[src/hw/rtl/tbb_pkg.sv]
// shared types and constants for the foreground bounding box block
// no dependencies
`timescale 1ns / 1ps

package tbb_pkg;

  localparam int MAX_EXTENT = 1024;
  localparam int POS_W      = 10;
  localparam int SIZE_W     = 11;
  localparam int SAMPLE_W   = 16;
  localparam int CFG_IDX_W  = 3;
  localparam int CFG_DATA_W = 16;

  // queue between front and back
  localparam int QDEPTH = 2;
  localparam int QAW    = $clog2(QDEPTH);

  // configuration register indexes
  localparam logic [CFG_IDX_W-1:0] REG_SIZE_X    = 3'd0;
  localparam logic [CFG_IDX_W-1:0] REG_SIZE_Y    = 3'd1;
  localparam logic [CFG_IDX_W-1:0] REG_SIZE_Z    = 3'd2;
  localparam logic [CFG_IDX_W-1:0] REG_THRESHOLD = 3'd3;
  localparam logic [CFG_IDX_W-1:0] REG_MARGIN    = 3'd4;

  typedef struct packed {
    logic [SIZE_W-1:0]          size_x;
    logic [SIZE_W-1:0]          size_y;
    logic [SIZE_W-1:0]          size_z;
    logic signed [SAMPLE_W-1:0] threshold;
    logic [SIZE_W-1:0]          margin;
  } tbb_cfg_t;

  // classified voxel
  typedef struct packed {
    logic             hit;
    logic [POS_W-1:0] px;
    logic [POS_W-1:0] py;
    logic [POS_W-1:0] pz;
    logic             last;
  } tbb_item_t;

  typedef struct packed {
    logic [SIZE_W-1:0] from_x;
    logic [SIZE_W-1:0] from_y;
    logic [SIZE_W-1:0] from_z;
    logic [SIZE_W-1:0] to_x;
    logic [SIZE_W-1:0] to_y;
    logic [SIZE_W-1:0] to_z;
    logic              found;
  } tbb_box_t;

endpackage

[src/hw/rtl/threshold_bounding_box_3d.sv]
// top level of the foreground bounding box block: config registers and wiring
// depends on tbb_pkg, tbb_front, tbb_queue, tbb_back
`timescale 1ns / 1ps

// usage
// - voxel channel (in_*): one voxel per transaction with sample, present flag,
//   x/y/z position and a last marker closing the volume
// - result channel (out_*): one box per volume, posted for the transaction
//   that carried last; from is inclusive, to exclusive, found tells whether
//   any present voxel reached the threshold
// - config channel (cfg_*): register index and data, always ready; write
//   only while no volume is in flight
// - throughput is one voxel per cycle while the receiver keeps up; the front
//   register loads on the accepting edge, the voxel then passes through the
//   two-entry queue, and the result register loads as the last voxel leaves
//   the queue
// - when the receiver stalls, the box sits in the result register; voxels
//   keep flowing into the accumulator until a further last voxel reaches
//   it, then the queue and front stage fill and in_ready drops
// - reset (rst_n low, synchronous) empties the pipeline, clears the
//   running box and sets sizes to 256, threshold and margin to 0
module threshold_bounding_box_3d import tbb_pkg::*; (
  input  logic                       clk,
  input  logic                       rst_n,
  // voxel channel
  input  logic                       in_valid,
  output logic                       in_ready,
  input  logic signed [SAMPLE_W-1:0] in_sample,
  input  logic                       in_present,
  input  logic [POS_W-1:0]           in_pos_x,
  input  logic [POS_W-1:0]           in_pos_y,
  input  logic [POS_W-1:0]           in_pos_z,
  input  logic                       in_last,
  // result channel
  output logic                       out_valid,
  input  logic                       out_ready,
  output logic [SIZE_W-1:0]          out_from_x,
  output logic [SIZE_W-1:0]          out_from_y,
  output logic [SIZE_W-1:0]          out_from_z,
  output logic [SIZE_W-1:0]          out_to_x,
  output logic [SIZE_W-1:0]          out_to_y,
  output logic [SIZE_W-1:0]          out_to_z,
  output logic                       out_found,
  // config channel
  input  logic                       cfg_valid,
  output logic                       cfg_ready,
  input  logic [CFG_IDX_W-1:0]       cfg_index,
  input  logic [CFG_DATA_W-1:0]      cfg_data
);

  tbb_cfg_t  cfg_r;
  tbb_cfg_t  cfg_nxt;
  logic      cfg_we;

  // front to queue
  logic      fq_valid;
  logic      fq_ready;
  tbb_item_t fq_item;
  // queue to back
  logic      qb_valid;
  logic      qb_ready;
  tbb_item_t qb_item;
  tbb_box_t  box;

  // config registers, writes never stall
  assign cfg_ready = 1'b1;
  assign cfg_we    = cfg_valid && cfg_ready;

  always_comb begin
    cfg_nxt = cfg_r;
    if (cfg_we) begin
      unique case (cfg_index)
        REG_SIZE_X:    cfg_nxt.size_x    = cfg_data[SIZE_W-1:0];
        REG_SIZE_Y:    cfg_nxt.size_y    = cfg_data[SIZE_W-1:0];
        REG_SIZE_Z:    cfg_nxt.size_z    = cfg_data[SIZE_W-1:0];
        REG_THRESHOLD: cfg_nxt.threshold = $signed(cfg_data[SAMPLE_W-1:0]);
        REG_MARGIN:    cfg_nxt.margin    = cfg_data[SIZE_W-1:0];
        default:       cfg_nxt           = cfg_r;  // unmapped index, ignored
      endcase
    end
  end

  always_ff @(posedge clk) begin
    if (!rst_n) begin
      cfg_r.size_x    <= SIZE_W'(256);
      cfg_r.size_y    <= SIZE_W'(256);
      cfg_r.size_z    <= SIZE_W'(256);
      cfg_r.threshold <= '0;
      cfg_r.margin    <= '0;
    end else begin
      cfg_r <= cfg_nxt;
    end
  end

  // classify each voxel against the threshold
  tbb_front u_front (
    .clk       (clk),
    .rst_n     (rst_n),
    .in_valid  (in_valid),
    .in_ready  (in_ready),
    .sample    (in_sample),
    .present   (in_present),
    .pos_x     (in_pos_x),
    .pos_y     (in_pos_y),
    .pos_z     (in_pos_z),
    .last      (in_last),
    .threshold (cfg_r.threshold),
    .q_valid   (fq_valid),
    .q_ready   (fq_ready),
    .q_item    (fq_item)
  );

  // decouples the front from a back that waits on the receiver
  tbb_queue u_queue (
    .clk      (clk),
    .rst_n    (rst_n),
    .wr_valid (fq_valid),
    .wr_ready (fq_ready),
    .wr_item  (fq_item),
    .rd_valid (qb_valid),
    .rd_ready (qb_ready),
    .rd_item  (qb_item)
  );

  // running min/max and box on the last voxel
  tbb_back u_back (
    .clk       (clk),
    .rst_n     (rst_n),
    .q_valid   (qb_valid),
    .q_ready   (qb_ready),
    .q_item    (qb_item),
    .cfg       (cfg_r),
    .out_valid (out_valid),
    .out_ready (out_ready),
    .box       (box)
  );

  assign out_from_x = box.from_x;
  assign out_from_y = box.from_y;
  assign out_from_z = box.from_z;
  assign out_to_x   = box.to_x;
  assign out_to_y   = box.to_y;
  assign out_to_z   = box.to_z;
  assign out_found  = box.found;

endmodule

[src/hw/rtl/tbb_front.sv]
// front stage: takes voxel transactions and classifies them as foreground
// depends on tbb_pkg
`timescale 1ns / 1ps

module tbb_front import tbb_pkg::*; (
  input  logic                       clk,
  input  logic                       rst_n,
  input  logic                       in_valid,
  output logic                       in_ready,
  input  logic signed [SAMPLE_W-1:0] sample,
  input  logic                       present,
  input  logic [POS_W-1:0]           pos_x,
  input  logic [POS_W-1:0]           pos_y,
  input  logic [POS_W-1:0]           pos_z,
  input  logic                       last,
  input  logic signed [SAMPLE_W-1:0] threshold,
  output logic                       q_valid,
  input  logic                       q_ready,
  output tbb_item_t                  q_item
);

  logic      valid_r;
  logic      valid_nxt;
  tbb_item_t item_r;
  tbb_item_t item_nxt;
  logic      take;

  assign in_ready = !valid_r || q_ready;
  assign take     = in_valid && in_ready;

  always_comb begin
    item_nxt.hit  = present && (sample >= threshold);
    item_nxt.px   = pos_x;
    item_nxt.py   = pos_y;
    item_nxt.pz   = pos_z;
    item_nxt.last = last;
    valid_nxt     = take || (valid_r && !q_ready);
  end

  always_ff @(posedge clk) begin
    if (!rst_n) begin
      valid_r <= 1'b0;
    end else begin
      valid_r <= valid_nxt;
    end
  end

  always_ff @(posedge clk) begin
    if (take) begin
      item_r <= item_nxt;
    end
  end

  assign q_valid = valid_r;
  assign q_item  = item_r;

`ifndef NO_ASSERTIONS
  // a classified voxel held for the queue keeps its content
  a_hold: assert property (@(posedge clk) disable iff (!rst_n)
    valid_r && !q_ready |=> valid_r && $stable(item_r))
    else $error("front stage lost or changed a held voxel");
`endif

endmodule

[src/hw/rtl/tbb_queue.sv]
// short queue of classified voxels between front and back
// depends on tbb_pkg
`timescale 1ns / 1ps

module tbb_queue import tbb_pkg::*; (
  input  logic      clk,
  input  logic      rst_n,
  input  logic      wr_valid,
  output logic      wr_ready,
  input  tbb_item_t wr_item,
  output logic      rd_valid,
  input  logic      rd_ready,
  output tbb_item_t rd_item
);

  tbb_item_t          mem [QDEPTH];
  logic [QAW-1:0]     wr_ptr_r;
  logic [QAW-1:0]     wr_ptr_nxt;
  logic [QAW-1:0]     rd_ptr_r;
  logic [QAW-1:0]     rd_ptr_nxt;
  logic [QAW:0]       count_r;
  logic [QAW:0]       count_nxt;
  logic               push;
  logic               pop;

  assign wr_ready = (count_r != (QAW+1)'(QDEPTH));
  assign rd_valid = (count_r != '0);
  assign rd_item  = mem[rd_ptr_r];
  assign push     = wr_valid && wr_ready;
  assign pop      = rd_valid && rd_ready;

  always_comb begin
    wr_ptr_nxt = wr_ptr_r;
    rd_ptr_nxt = rd_ptr_r;
    if (push) begin
      wr_ptr_nxt = (wr_ptr_r == QAW'(QDEPTH-1)) ? '0 : wr_ptr_r + 1'b1;
    end
    if (pop) begin
      rd_ptr_nxt = (rd_ptr_r == QAW'(QDEPTH-1)) ? '0 : rd_ptr_r + 1'b1;
    end
    count_nxt = count_r + (QAW+1)'(push) - (QAW+1)'(pop);
  end

  always_ff @(posedge clk) begin
    if (!rst_n) begin
      wr_ptr_r <= '0;
      rd_ptr_r <= '0;
      count_r  <= '0;
    end else begin
      wr_ptr_r <= wr_ptr_nxt;
      rd_ptr_r <= rd_ptr_nxt;
      count_r  <= count_nxt;
    end
  end

  always_ff @(posedge clk) begin
    if (push) begin
      mem[wr_ptr_r] <= wr_item;
    end
  end

`ifndef NO_ASSERTIONS
  a_count: assert property (@(posedge clk) disable iff (!rst_n)
    count_r <= (QAW+1)'(QDEPTH))
    else $error("queue count beyond depth");
  a_ptrs: assert property (@(posedge clk) disable iff (!rst_n)
    (count_r == '0) |-> (wr_ptr_r == rd_ptr_r))
    else $error("empty queue with unequal pointers");
`endif

endmodule

[src/hw/rtl/tbb_back.sv]
// back stage: running min/max per axis, box math and result register
// depends on tbb_pkg
`timescale 1ns / 1ps

module tbb_back import tbb_pkg::*; (
  input  logic      clk,
  input  logic      rst_n,
  input  logic      q_valid,
  output logic      q_ready,
  input  tbb_item_t q_item,
  input  tbb_cfg_t  cfg,
  output logic      out_valid,
  input  logic      out_ready,
  output tbb_box_t  box
);

  logic [POS_W-1:0] lo_x_r, lo_y_r, lo_z_r;
  logic [POS_W-1:0] hi_x_r, hi_y_r, hi_z_r;
  logic             any_r;
  logic [POS_W-1:0] lo_x_nxt, lo_y_nxt, lo_z_nxt;
  logic [POS_W-1:0] hi_x_nxt, hi_y_nxt, hi_z_nxt;
  logic             any_nxt;
  logic             out_valid_r;
  logic             out_valid_nxt;
  tbb_box_t         box_r;
  tbb_box_t         box_nxt;
  logic             pop;
  logic             emit;

  // from and to of one axis, packed as {from, to}
  function automatic logic [2*SIZE_W-1:0] axis_box(
    input logic [POS_W-1:0]  lo,
    input logic [POS_W-1:0]  hi,
    input logic              any,
    input logic [SIZE_W-1:0] sz_reg,
    input logic [SIZE_W-1:0] mrg
  );
    logic [SIZE_W-1:0]        sz;
    logic signed [SIZE_W+1:0] f;
    logic [SIZE_W+1:0]        t;
    logic [SIZE_W-1:0]        from_v;
    logic [SIZE_W-1:0]        to_v;
    if (sz_reg == '0) begin
      sz = SIZE_W'(1);
    end else if (sz_reg > SIZE_W'(MAX_EXTENT)) begin
      sz = SIZE_W'(MAX_EXTENT);
    end else begin
      sz = sz_reg;
    end
    f = any ? $signed({3'b000, lo}) : $signed({2'b00, sz});
    f = f - $signed({2'b00, mrg});
    t = any ? ({3'b000, hi} + (SIZE_W+2)'(1)) : (SIZE_W+2)'(1);
    t = t + {2'b00, mrg};
    if (f < 0) begin
      from_v = '0;
    end else if (f > $signed({2'b00, sz})) begin
      from_v = sz;
    end else begin
      from_v = f[SIZE_W-1:0];
    end
    to_v = (t > {2'b00, sz}) ? sz : t[SIZE_W-1:0];
    return {from_v, to_v};
  endfunction

  // a last voxel waits until the result register is free
  assign q_ready = !q_item.last || !out_valid_r || out_ready;
  assign pop     = q_valid && q_ready;
  assign emit    = pop && q_item.last;

  always_comb begin
    lo_x_nxt = lo_x_r;
    lo_y_nxt = lo_y_r;
    lo_z_nxt = lo_z_r;
    hi_x_nxt = hi_x_r;
    hi_y_nxt = hi_y_r;
    hi_z_nxt = hi_z_r;
    any_nxt  = any_r;
    if (pop && q_item.hit) begin
      if (!any_r) begin
        lo_x_nxt = q_item.px;
        lo_y_nxt = q_item.py;
        lo_z_nxt = q_item.pz;
        hi_x_nxt = q_item.px;
        hi_y_nxt = q_item.py;
        hi_z_nxt = q_item.pz;
      end else begin
        if (q_item.px < lo_x_r) lo_x_nxt = q_item.px;
        if (q_item.py < lo_y_r) lo_y_nxt = q_item.py;
        if (q_item.pz < lo_z_r) lo_z_nxt = q_item.pz;
        if (q_item.px > hi_x_r) hi_x_nxt = q_item.px;
        if (q_item.py > hi_y_r) hi_y_nxt = q_item.py;
        if (q_item.pz > hi_z_r) hi_z_nxt = q_item.pz;
      end
      any_nxt = 1'b1;
    end
    {box_nxt.from_x, box_nxt.to_x} = axis_box(lo_x_nxt, hi_x_nxt, any_nxt, cfg.size_x,
                                              cfg.margin);
    {box_nxt.from_y, box_nxt.to_y} = axis_box(lo_y_nxt, hi_y_nxt, any_nxt, cfg.size_y,
                                              cfg.margin);
    {box_nxt.from_z, box_nxt.to_z} = axis_box(lo_z_nxt, hi_z_nxt, any_nxt, cfg.size_z,
                                              cfg.margin);
    box_nxt.found = any_nxt;
    out_valid_nxt = emit || (out_valid_r && !out_ready);
  end

  always_ff @(posedge clk) begin
    if (!rst_n) begin
      lo_x_r      <= '0;
      lo_y_r      <= '0;
      lo_z_r      <= '0;
      hi_x_r      <= '0;
      hi_y_r      <= '0;
      hi_z_r      <= '0;
      any_r       <= 1'b0;
      out_valid_r <= 1'b0;
    end else begin
      out_valid_r <= out_valid_nxt;
      if (emit) begin
        // volume done, start over
        lo_x_r <= '0;
        lo_y_r <= '0;
        lo_z_r <= '0;
        hi_x_r <= '0;
        hi_y_r <= '0;
        hi_z_r <= '0;
        any_r  <= 1'b0;
      end else begin
        lo_x_r <= lo_x_nxt;
        lo_y_r <= lo_y_nxt;
        lo_z_r <= lo_z_nxt;
        hi_x_r <= hi_x_nxt;
        hi_y_r <= hi_y_nxt;
        hi_z_r <= hi_z_nxt;
        any_r  <= any_nxt;
      end
    end
  end

  always_ff @(posedge clk) begin
    if (emit) begin
      box_r <= box_nxt;
    end
  end

  assign out_valid = out_valid_r;
  assign box       = box_r;

`ifndef NO_ASSERTIONS
  a_clear: assert property (@(posedge clk) disable iff (!rst_n)
    emit |=> !any_r && out_valid_r)
    else $error("state not cleared or result not posted after last voxel");
  a_order: assert property (@(posedge clk) disable iff (!rst_n)
    any_r |-> (lo_x_r <= hi_x_r) && (lo_y_r <= hi_y_r) && (lo_z_r <= hi_z_r))
    else $error("running minimum above running maximum");
`endif

endmodule
[config.mk]
export PLATFORM = sky130hd
export DESIGN_NAME = threshold_bounding_box_3d
export DESIGN_NICKNAME = d
export VERILOG_FILES = /design/src/hw/rtl/tbb_pkg.sv /design/src/hw/rtl/threshold_bounding_box_3d.sv /design/src/hw/rtl/tbb_front.sv /design/src/hw/rtl/tbb_queue.sv /design/src/hw/rtl/tbb_back.sv
export SDC_FILE = /design/constraint.sdc
export NUM_CORES = 1
export LEC_CHECK = 0
export ABC_AREA = 1
export BUFFER_PORTS_ARGS = -buffer_cell sky130_fd_sc_hd__buf_2
export CAP_MARGIN = 20
export CELL_PAD_IN_SITES_DETAIL_PLACEMENT = 1
export CELL_PAD_IN_SITES_GLOBAL_PLACEMENT = 1
export CORE_MARGIN = 3
export CORE_UTILIZATION = 35
export CTS_CLUSTER_DIAMETER = 120
export DETAILED_ROUTE_END_ITERATION = 12
export PLACE_DENSITY = 0.66
export SYNTH_ARGS = -nofsm -noshare
export SYNTH_HDL_FRONTEND = slang
export SYNTH_SLANG_ARGS = --single-unit
[constraint.sdc]
create_clock -name clk -period 5.3 [get_ports clk]
set_clock_uncertainty 0.1 [all_clocks]
set_input_delay 0.795 -clock clk [delete_from_list [all_inputs] [get_ports clk]]
set_output_delay 0.795 -clock clk [all_outputs]
set_load 0.05 [all_outputs]
==> out/qor.csv, run 1 <==
stage,metric,value,unit
logic_synthesis,post-synthesis sequential element count,291,
run_status,status,"complete, but fails checks",
timing,Setup TNS,-9.005,ns
critical_path,Crit Path Class,register to register,
layout,share of cells above drive strength 1,0.3182,
logic_synthesis,Mapped Avg Cell Area,7.966,sq um
critical_path,reg2reg path depth,38,
critical_path,CP max-delay cell,dfxtp_4,
logic_synthesis,post-synthesis cell area,18720,sq um
power_and_ir_drop,Cell Pwr Density,691.2,nW/um^2
critical_path,Crit. End Element,register,
logic_synthesis,Cells after Synth,2350,
global_routing,vias in the first global route,19060,
run,Max Cap Viol,0,
worst_hold_path,hold worst-path end,u_front.q_item[17],
critical_path,CP bufs+invs,8,
timing,Final setup viols,66,
timing,Fin. Hold Viols,0,
routing,via/cell ratio,5.012,
placement,hpwl dp,49.55,mm
placement,Final GP Congestion,0.8903,
routing,WL per Instance,18.31,um
placement,I/O Buffers,140,
routing,vias after detailed routing,18170,
power_and_ir_drop,LEAKAGE,12.30,nW
layout,area grow syn2layout,39.71,%
layout,"commonest non-fill, non-tap cell in the layout",nand2_1,
layout,most frequent cells in the layout,"nand2_1, buf_4, inv_1, nor2_1, ha_1",
run_status,failing checks,setup timing,
timing,headroom to the max-slew limit,0.2916,
layout,fin nets,3199,
routing,Detailed Route WL,66.37,mm
clock_network,CTS HTree Levels,2,
timing,Setup WS post-layout,-0.2018,ns
worst_hold_path,HP Class,primary input to register,
global_routing,Overflow after GRT,0,
power_and_ir_drop,"Power, Total",18.08,mW
routing,drt pass-1 iters,5,
routing,Residual DRC,0,
worst_hold_path,Worst Hold Launch,in_pos_y[6],
floorplan,core box area,52760,sq um
timing,Final period util,1.038,
timing,fin crit period,5.502,ns
critical_path,CP arrival,5.68,ns
routing,DRT antenna net count,0,
global_routing,Top Usage Layer GRT,met2,
worst_hold_path,WHS Path Cells,1,
global_routing,met1 GRT Util,0.2948,
floorplan,die area,56300,sq um
timing,Final Max Tran Viols,0,
clock_network,clk slew on worst S/H paths,0.06,ns
critical_path,crit-path max cell delay,0.41,ns
timing,Worst Tran Pin Value,1.054,ns
layout,fillers,6286,
clock_network,CTS buffer count,37,
global_routing,GR Util met3,0.02854,
floorplan,Die W,237.3,um
logic_synthesis,Synth Area in XOR/XNOR,0.02480,
floorplan,Starting Density,0.3548,
routing,iteration-0 DRC count of the detailed router,936,
clock_network,Clock Tree Buf Depth,3,
logic_synthesis,largest family of logic cells by synthesized area,simple AND/OR/NAND/NOR gates,
critical_path,"CP delay by family, top",simple AND/OR/NAND/NOR gates,
timing,RSZ-0062 raised after global routing,yes,
global_routing,GRT Util Overall,0.2270,
clock_network,CTS tree,built,
critical_path,Register-to-Register Setup Slack,-0.20,ns
floorplan,Core Rows,84,
global_routing,met2 Use GR,0.3940,
global_routing,initial antenna violation count,0,
clock_network,Clock Latency Late Sink,0.57,ns
clock_network,Post-CTS Hold Buffers,0,
critical_path,"Req. time, crit path",5.48,ns
logic_synthesis,simple-gate portion of the synthesized area,0.2061,
clock_network,Sink Count,291,
logic_synthesis,post-synthesis compound-gate area fraction,0.1342,
logic_synthesis,synth warn,0,
layout,n_diodes,0,
logic_synthesis,Post-synth ARST share,0,
critical_path,"Max FO, Critical Path",22,
logic_synthesis,adder-cell share of the synthesized area,0.1468,
power_and_ir_drop,IR Drop Worst-Case VDD,0.0002912,V
logic_synthesis,register area share after synthesis,0.3983,
global_routing,first-pass GRT wire length,101.7,mm
logic_synthesis,Post-synth EDFFs,163,
critical_path,Reg2Reg Capture Point,u_back.box[20],
global_routing,pin count of the biggest net entering global routing,68,
logic_synthesis,post-synthesis mux area share,0.006951,
critical_path,"Top cell by count, worst path",nand2_1,
floorplan,die height,237.3,um
clock_network,CTS root buffer,clkbuf_16,
logic_synthesis,top_reg_cell synth,edfxtp_1,
timing,FMAX,181.8,MHz
critical_path,Worst setup SP type,register,
logic_synthesis,Netlist cell types,54,
logic_synthesis,Mapped Nets,2638,
floorplan,I/O pins,142,
## stage by stage
stage / setup WS [ns] / area, sq um / hold WS, ns / utilization / std cells
3_5_place_dp: -0.6592 / 22780 / 0.3311 / 0.4317 / 3472
6_report: -0.2018 / 26150 / 0.3109 / 0.4957 / 3626
5_1_grt: -0.6263 / 26150 / 0.2850 / 0.4957 / 3626
4_1_cts: -0.1608 / 25230 / 0.2796 / 0.4782 / 3596
2_1_floorplan: -0.02229 / 18760 / 0.3182 / - / 2350
3_3_place_gp: -0.6248 / 22770 / 0.3250 / 0.4316 / 3471
## what timing repair did
item	4_1_cts	5_1_grt
cloned	4	3
pin swaps	83	71
setup endpoints to repair	66	66
gates resized for setup	234	151
buffers inserted	54	28
## sequential cells by signal, summed over array words and instances, names as in the netlist, named ones only
register / count
cfg_r: 60
u_back.any_r: 1
u_back.box: 67
u_back.hi_x_r: 10
u_back.hi_y_r: 10
u_back.hi_z_r: 10
u_back.lo_x_r: 10
u_back.lo_y_r: 10
u_back.lo_z_r: 10
u_back.out_valid: 1
u_front.q_item: 32
u_front.q_valid: 1
u_queue.count_r: 2
u_queue.mem: 64
u_queue.rd_ptr_r: 1
u_queue.wr_ptr_r: 1
## how the worst max path moves through the flow
stage | from | endpoint | slack [ns] | depth (start not counted)
finish | register | u_back.box[20] | -0.20 | 38
global route | register | u_back.box[4] | -0.63 | 38
CTS | register | u_back.box[17] | -0.16 | 37
detailed placement | register | u_back.box[23] | -0.66 | 36
global placement | register | u_back.box[23] | -0.62 | 36
floorplan | register | u_back.box[22] | -0.02 | 37
## power breakdown
part | switching (mW) | internal, mW
sequential | 0.188 | 3.06
clock | 1.03 | 1.62
combinational | 6.89 | 5.28
## metal layers
| layer | part of all wire | wire length (um) | vias to the layer above |
|---|---|---|---|
| met1 | 0.45 | 29680 | 8813 |
| li1 | - | - | 8920 |
| met3 | 0.034 | 2255 | 119 |
| met5 | 0 | 0 | - |
| met4 | 0.033 | 2161 | 0 |
| met2 | 0.49 | 32270 | 321 |
## synth_stat cells, types with 14 or more instances
master / count / area share
edfxtp_1: 163 / 0.26
dfxtp_1: 128 / 0.14
ha_1: 210 / 0.14
or2_2: 16 / 0.0053
nand3_1: 106 / 0.028
nor2_1: 241 / 0.048
clkbuf_1: 44 / 0.0088
o21bai_1: 14 / 0.0056
xor2_1: 42 / 0.020
nand4_1: 18 / 0.0060
buf_2: 16 / 0.0043
inv_1: 323 / 0.065
a21oi_1: 158 / 0.042
nand2_1: 493 / 0.099
nor3_1: 18 / 0.0048
a21boi_0: 20 / 0.0080
o21ai_0: 203 / 0.054
## final cells by class
class                           instances  area, sq um  area share
Sequential cell                       291         7461      0.2853
Clock buffer                           44        983.4     0.03760
Inverter                              328         1236     0.04727
Multi-Input combinational cell       1663        10990      0.4203
Tap cell                              688        860.8     0.03291
Timing Repair Buffer                  590         4333      0.1657
Clock inverter                         22        286.5     0.01096
## cell families (layout without fill, tap and decap cells)
| logic type | count (synthesis) | count (layout) |
|---|---|---|
| XOR/XNOR | 53 | 53 |
| multiplexers | 13 | 13 |
| flip-flops | 291 | 291 |
| AND/OR/NAND/NOR | 927 | 927 |
| other | 1 | 1 |
| AO/OA/AOI/OAI | 453 | 453 |
| buffers and inverters | 396 | 984 |
| adder cells (fa/ha/maj) | 216 | 216 |
(Power assumes the default switching activity.)
==> run 2, diff against run 1 <==
CAP_MARGIN = 10   (was 20)
CORE_UTILIZATION = 42   (was 35)
PLACE_DENSITY = 0.77   (was 0.66)
SKIP_CTS_REPAIR_TIMING = 1   (was unset)
==> run 2 against run 1 <==
Net effect:
- the run still ends with setup timing left
- highest routed layer unchanged
- global-route usage grew 2.6 points
- clock-buffer cell count is the same
- critical endpoint is now u_back.box[23]
- sequential share of layout area is essentially flat
==> out/qor.csv, run 2 (synthesis gave the netlist of run 1 again) <==
stage,metric,value,unit,change
clock_network,CTS HTree Levels,2,,unchanged
clock_network,clk slew on worst S/H paths,0.06,ns,about the same
global_routing,GRT Util Overall,0.2529,,+0.02595
floorplan,die height,217.1,um,-8.5%
timing,FMAX,169.0,MHz,-7.0%
power_and_ir_drop,Cell Pwr Density,718.2,nW/um^2,+3.9%
timing,hold_ws,0.3100,ns,-0.0008670 ns
timing,Fin. Hold Viols,0,,unchanged
layout,fillers,5119,,-19%
routing,via/cell ratio,5.416,,+8.1%
timing,Final period util,1.116,,+0.07804
critical_path,Worst setup SP type,register,,
clock_network,Clock Latency Late Sink,0.56,ns,about the same
placement,I/O Buffers,140,,unchanged
floorplan,I/O pins,142,,unchanged
timing,RSZ-0062 raised after global routing,yes,,
layout,Final Cell Area,26170,sq um,about the same
global_routing,initial antenna violation count,0,,unchanged
routing,met2 WL post-DR,35.49,mm,+10%
layout,n_diodes,0,,unchanged
routing,iteration-0 DRC count of the detailed router,945,,+0.96%
run_status,status,"complete, but fails checks",,
floorplan,Die W,217.1,um,-8.5%
floorplan,core box area,43550,sq um,-17%
layout,area grow syn2layout,39.81,%,about the same
critical_path,"Max FO, Critical Path",8,,-64%
routing,max layer used,met4,,
power_and_ir_drop,IR Drop Worst-Case VDD,0.0004819,V,+65%
critical_path,reg2reg path depth,33,,-13%
critical_path,CP max-delay cell,dfxtp_4,,
global_routing,Overflow after GRT,0,,unchanged
critical_path,"Top cell by count, worst path",nand2_2,,
critical_path,Crit. End Element,register,,
routing,vias after detailed routing,18580,,+2.2%
critical_path,crit-path max cell delay,0.43,ns,+0.02 ns
worst_hold_path,HP Class,primary input to register,,
global_routing,pin count of the biggest net entering global routing,68,,unchanged
timing,headroom to the max-slew limit,0.2334,,-0.05821
clock_network,CTS buffer count,36,,-2.7%
layout,max reg flops,67,,unchanged
routing,DRT antenna net count,0,,unchanged
timing,Setup WS post-layout,-0.6154,ns,-0.4136 ns
run,Max Cap Viol,0,,unchanged
global_routing,vias in the first global route,18080,,-5.1%
routing,WL per Instance,20.98,um,+15%
routing,Residual DRC,0,,unchanged
global_routing,first-pass GRT wire length,95.59,mm,-6.0%
placement,Area after DPL,22140,sq um,-2.8%
routing,Met1 Wirelength,30.70,mm,+3.4%
routing,WL met3,2.780,mm,+23%
critical_path,"Req. time, crit path",5.51,ns,+0.03 ns
layout,share of cells above drive strength 1,0.3455,,+0.02727
placement,hpwl dp,47.79,mm,-3.5%
routing,Detailed Route WL,71.96,mm,+8.4%
run_status,failing checks,setup timing,,
worst_hold_path,WHS Path Cells,1,,unchanged
timing,Worst Tran Pin Value,1.141,ns,+0.08665 ns
floorplan,Core Rows,76,,-9.5%
timing,fin crit period,5.915,ns,+0.4136 ns
critical_path,CP arrival,6.13,ns,+0.45 ns
critical_path,Crit Path Class,register to register,,
floorplan,Starting Density,0.4298,,+0.07502
floorplan,die area,47140,sq um,-16%
clock_network,Clock Tree Buf Depth,3,,unchanged
layout,fin nets,3106,,-2.9%
layout,"commonest non-fill, non-tap cell in the layout",nand2_1,,
layout,most frequent cells in the layout,"nand2_1, buf_4, inv_1, nor2_1, ha_1",,
clock_network,Sink Count,291,,unchanged
clock_network,CTS root buffer,clkbuf_16,,
power_and_ir_drop,LEAKAGE,12.00,nW,-2.5%
placement,Final GP Congestion,0.9315,,+4.6%
timing,Final setup viols,66,,unchanged
clock_network,CTS tree,built,,
routing,drt pass-1 iters,7,,+2
timing,Final Max Tran Viols,0,,unchanged
## run 2: final cells by class
cell class	instances	area (sq um)	area share
Multi-Input combinational cell	1667	11760	0.4494
Sequential cell	291	7461	0.2851
Timing Repair Buffer	494	3736	0.1427
Inverter	328	1259	0.04809
Clock buffer	44	983.4	0.03757
Tap cell	585	732.0	0.02796
Clock inverter	21	239.0	0.009130
## run 2: worst paths after layout
check	slack [ns]	to	start
setup / recovery	-0.62	u_back.box[23]	register
hold / removal	0.31	u_front.q_item[14]	in_pos_y[3]
setup reg to reg	-0.62	u_back.box[23]	register
hold reg to reg	0.34	u_queue.mem[0][30]	u_front.q_item[30]
## run 2: routing by layer
metal / global-route usage / vias to the layer above
met4: 0.08023 / 0
met1: 0.3374 / 9153
met3: 0.02932 / 199
met5: 0 / -
met2: 0.4306 / 476
li1: - / 8750
## run 2: worst max-delay path, delay by kind of cell, from the launching register on
family                     cells  cell delay (ns)
AOI/OAI and AO/OA              5             0.88
xor gates and xnor gates       1             0.30
adders and majority gates      3             0.95
buffers and inverters         10             1.22
DFF                            1             0.43
muxes                          1             0.23
and+or+nand+nor               13             1.54
## run 2: where the power goes
part	total (mW)	switching, mW	internal, mW
registers	3.26	0.202	3.06
clock network	2.56	1.04	1.53
logic	13.0	7.66	5.31
## run 2: stage by stage
step | TNS (ns) | util | total power, mW | instances | worst slack (ns)
3_5_place_dp | -29.68 | 0.5082 | 12.57 | 3302 | -0.6194
5_1_grt | -41.63 | 0.6010 | 19.93 | 3430 | -0.8317
3_3_place_gp | -13.78 | 0.5082 | 12.08 | 3302 | -0.3565
6_report | -22.24 | 0.6010 | 18.80 | 3430 | -0.6154
2_1_floorplan | -0.04225 | - | 8.966 | 2350 | -0.02229
4_1_cts | -34.11 | 0.5363 | 15.24 | 3367 | -0.6870
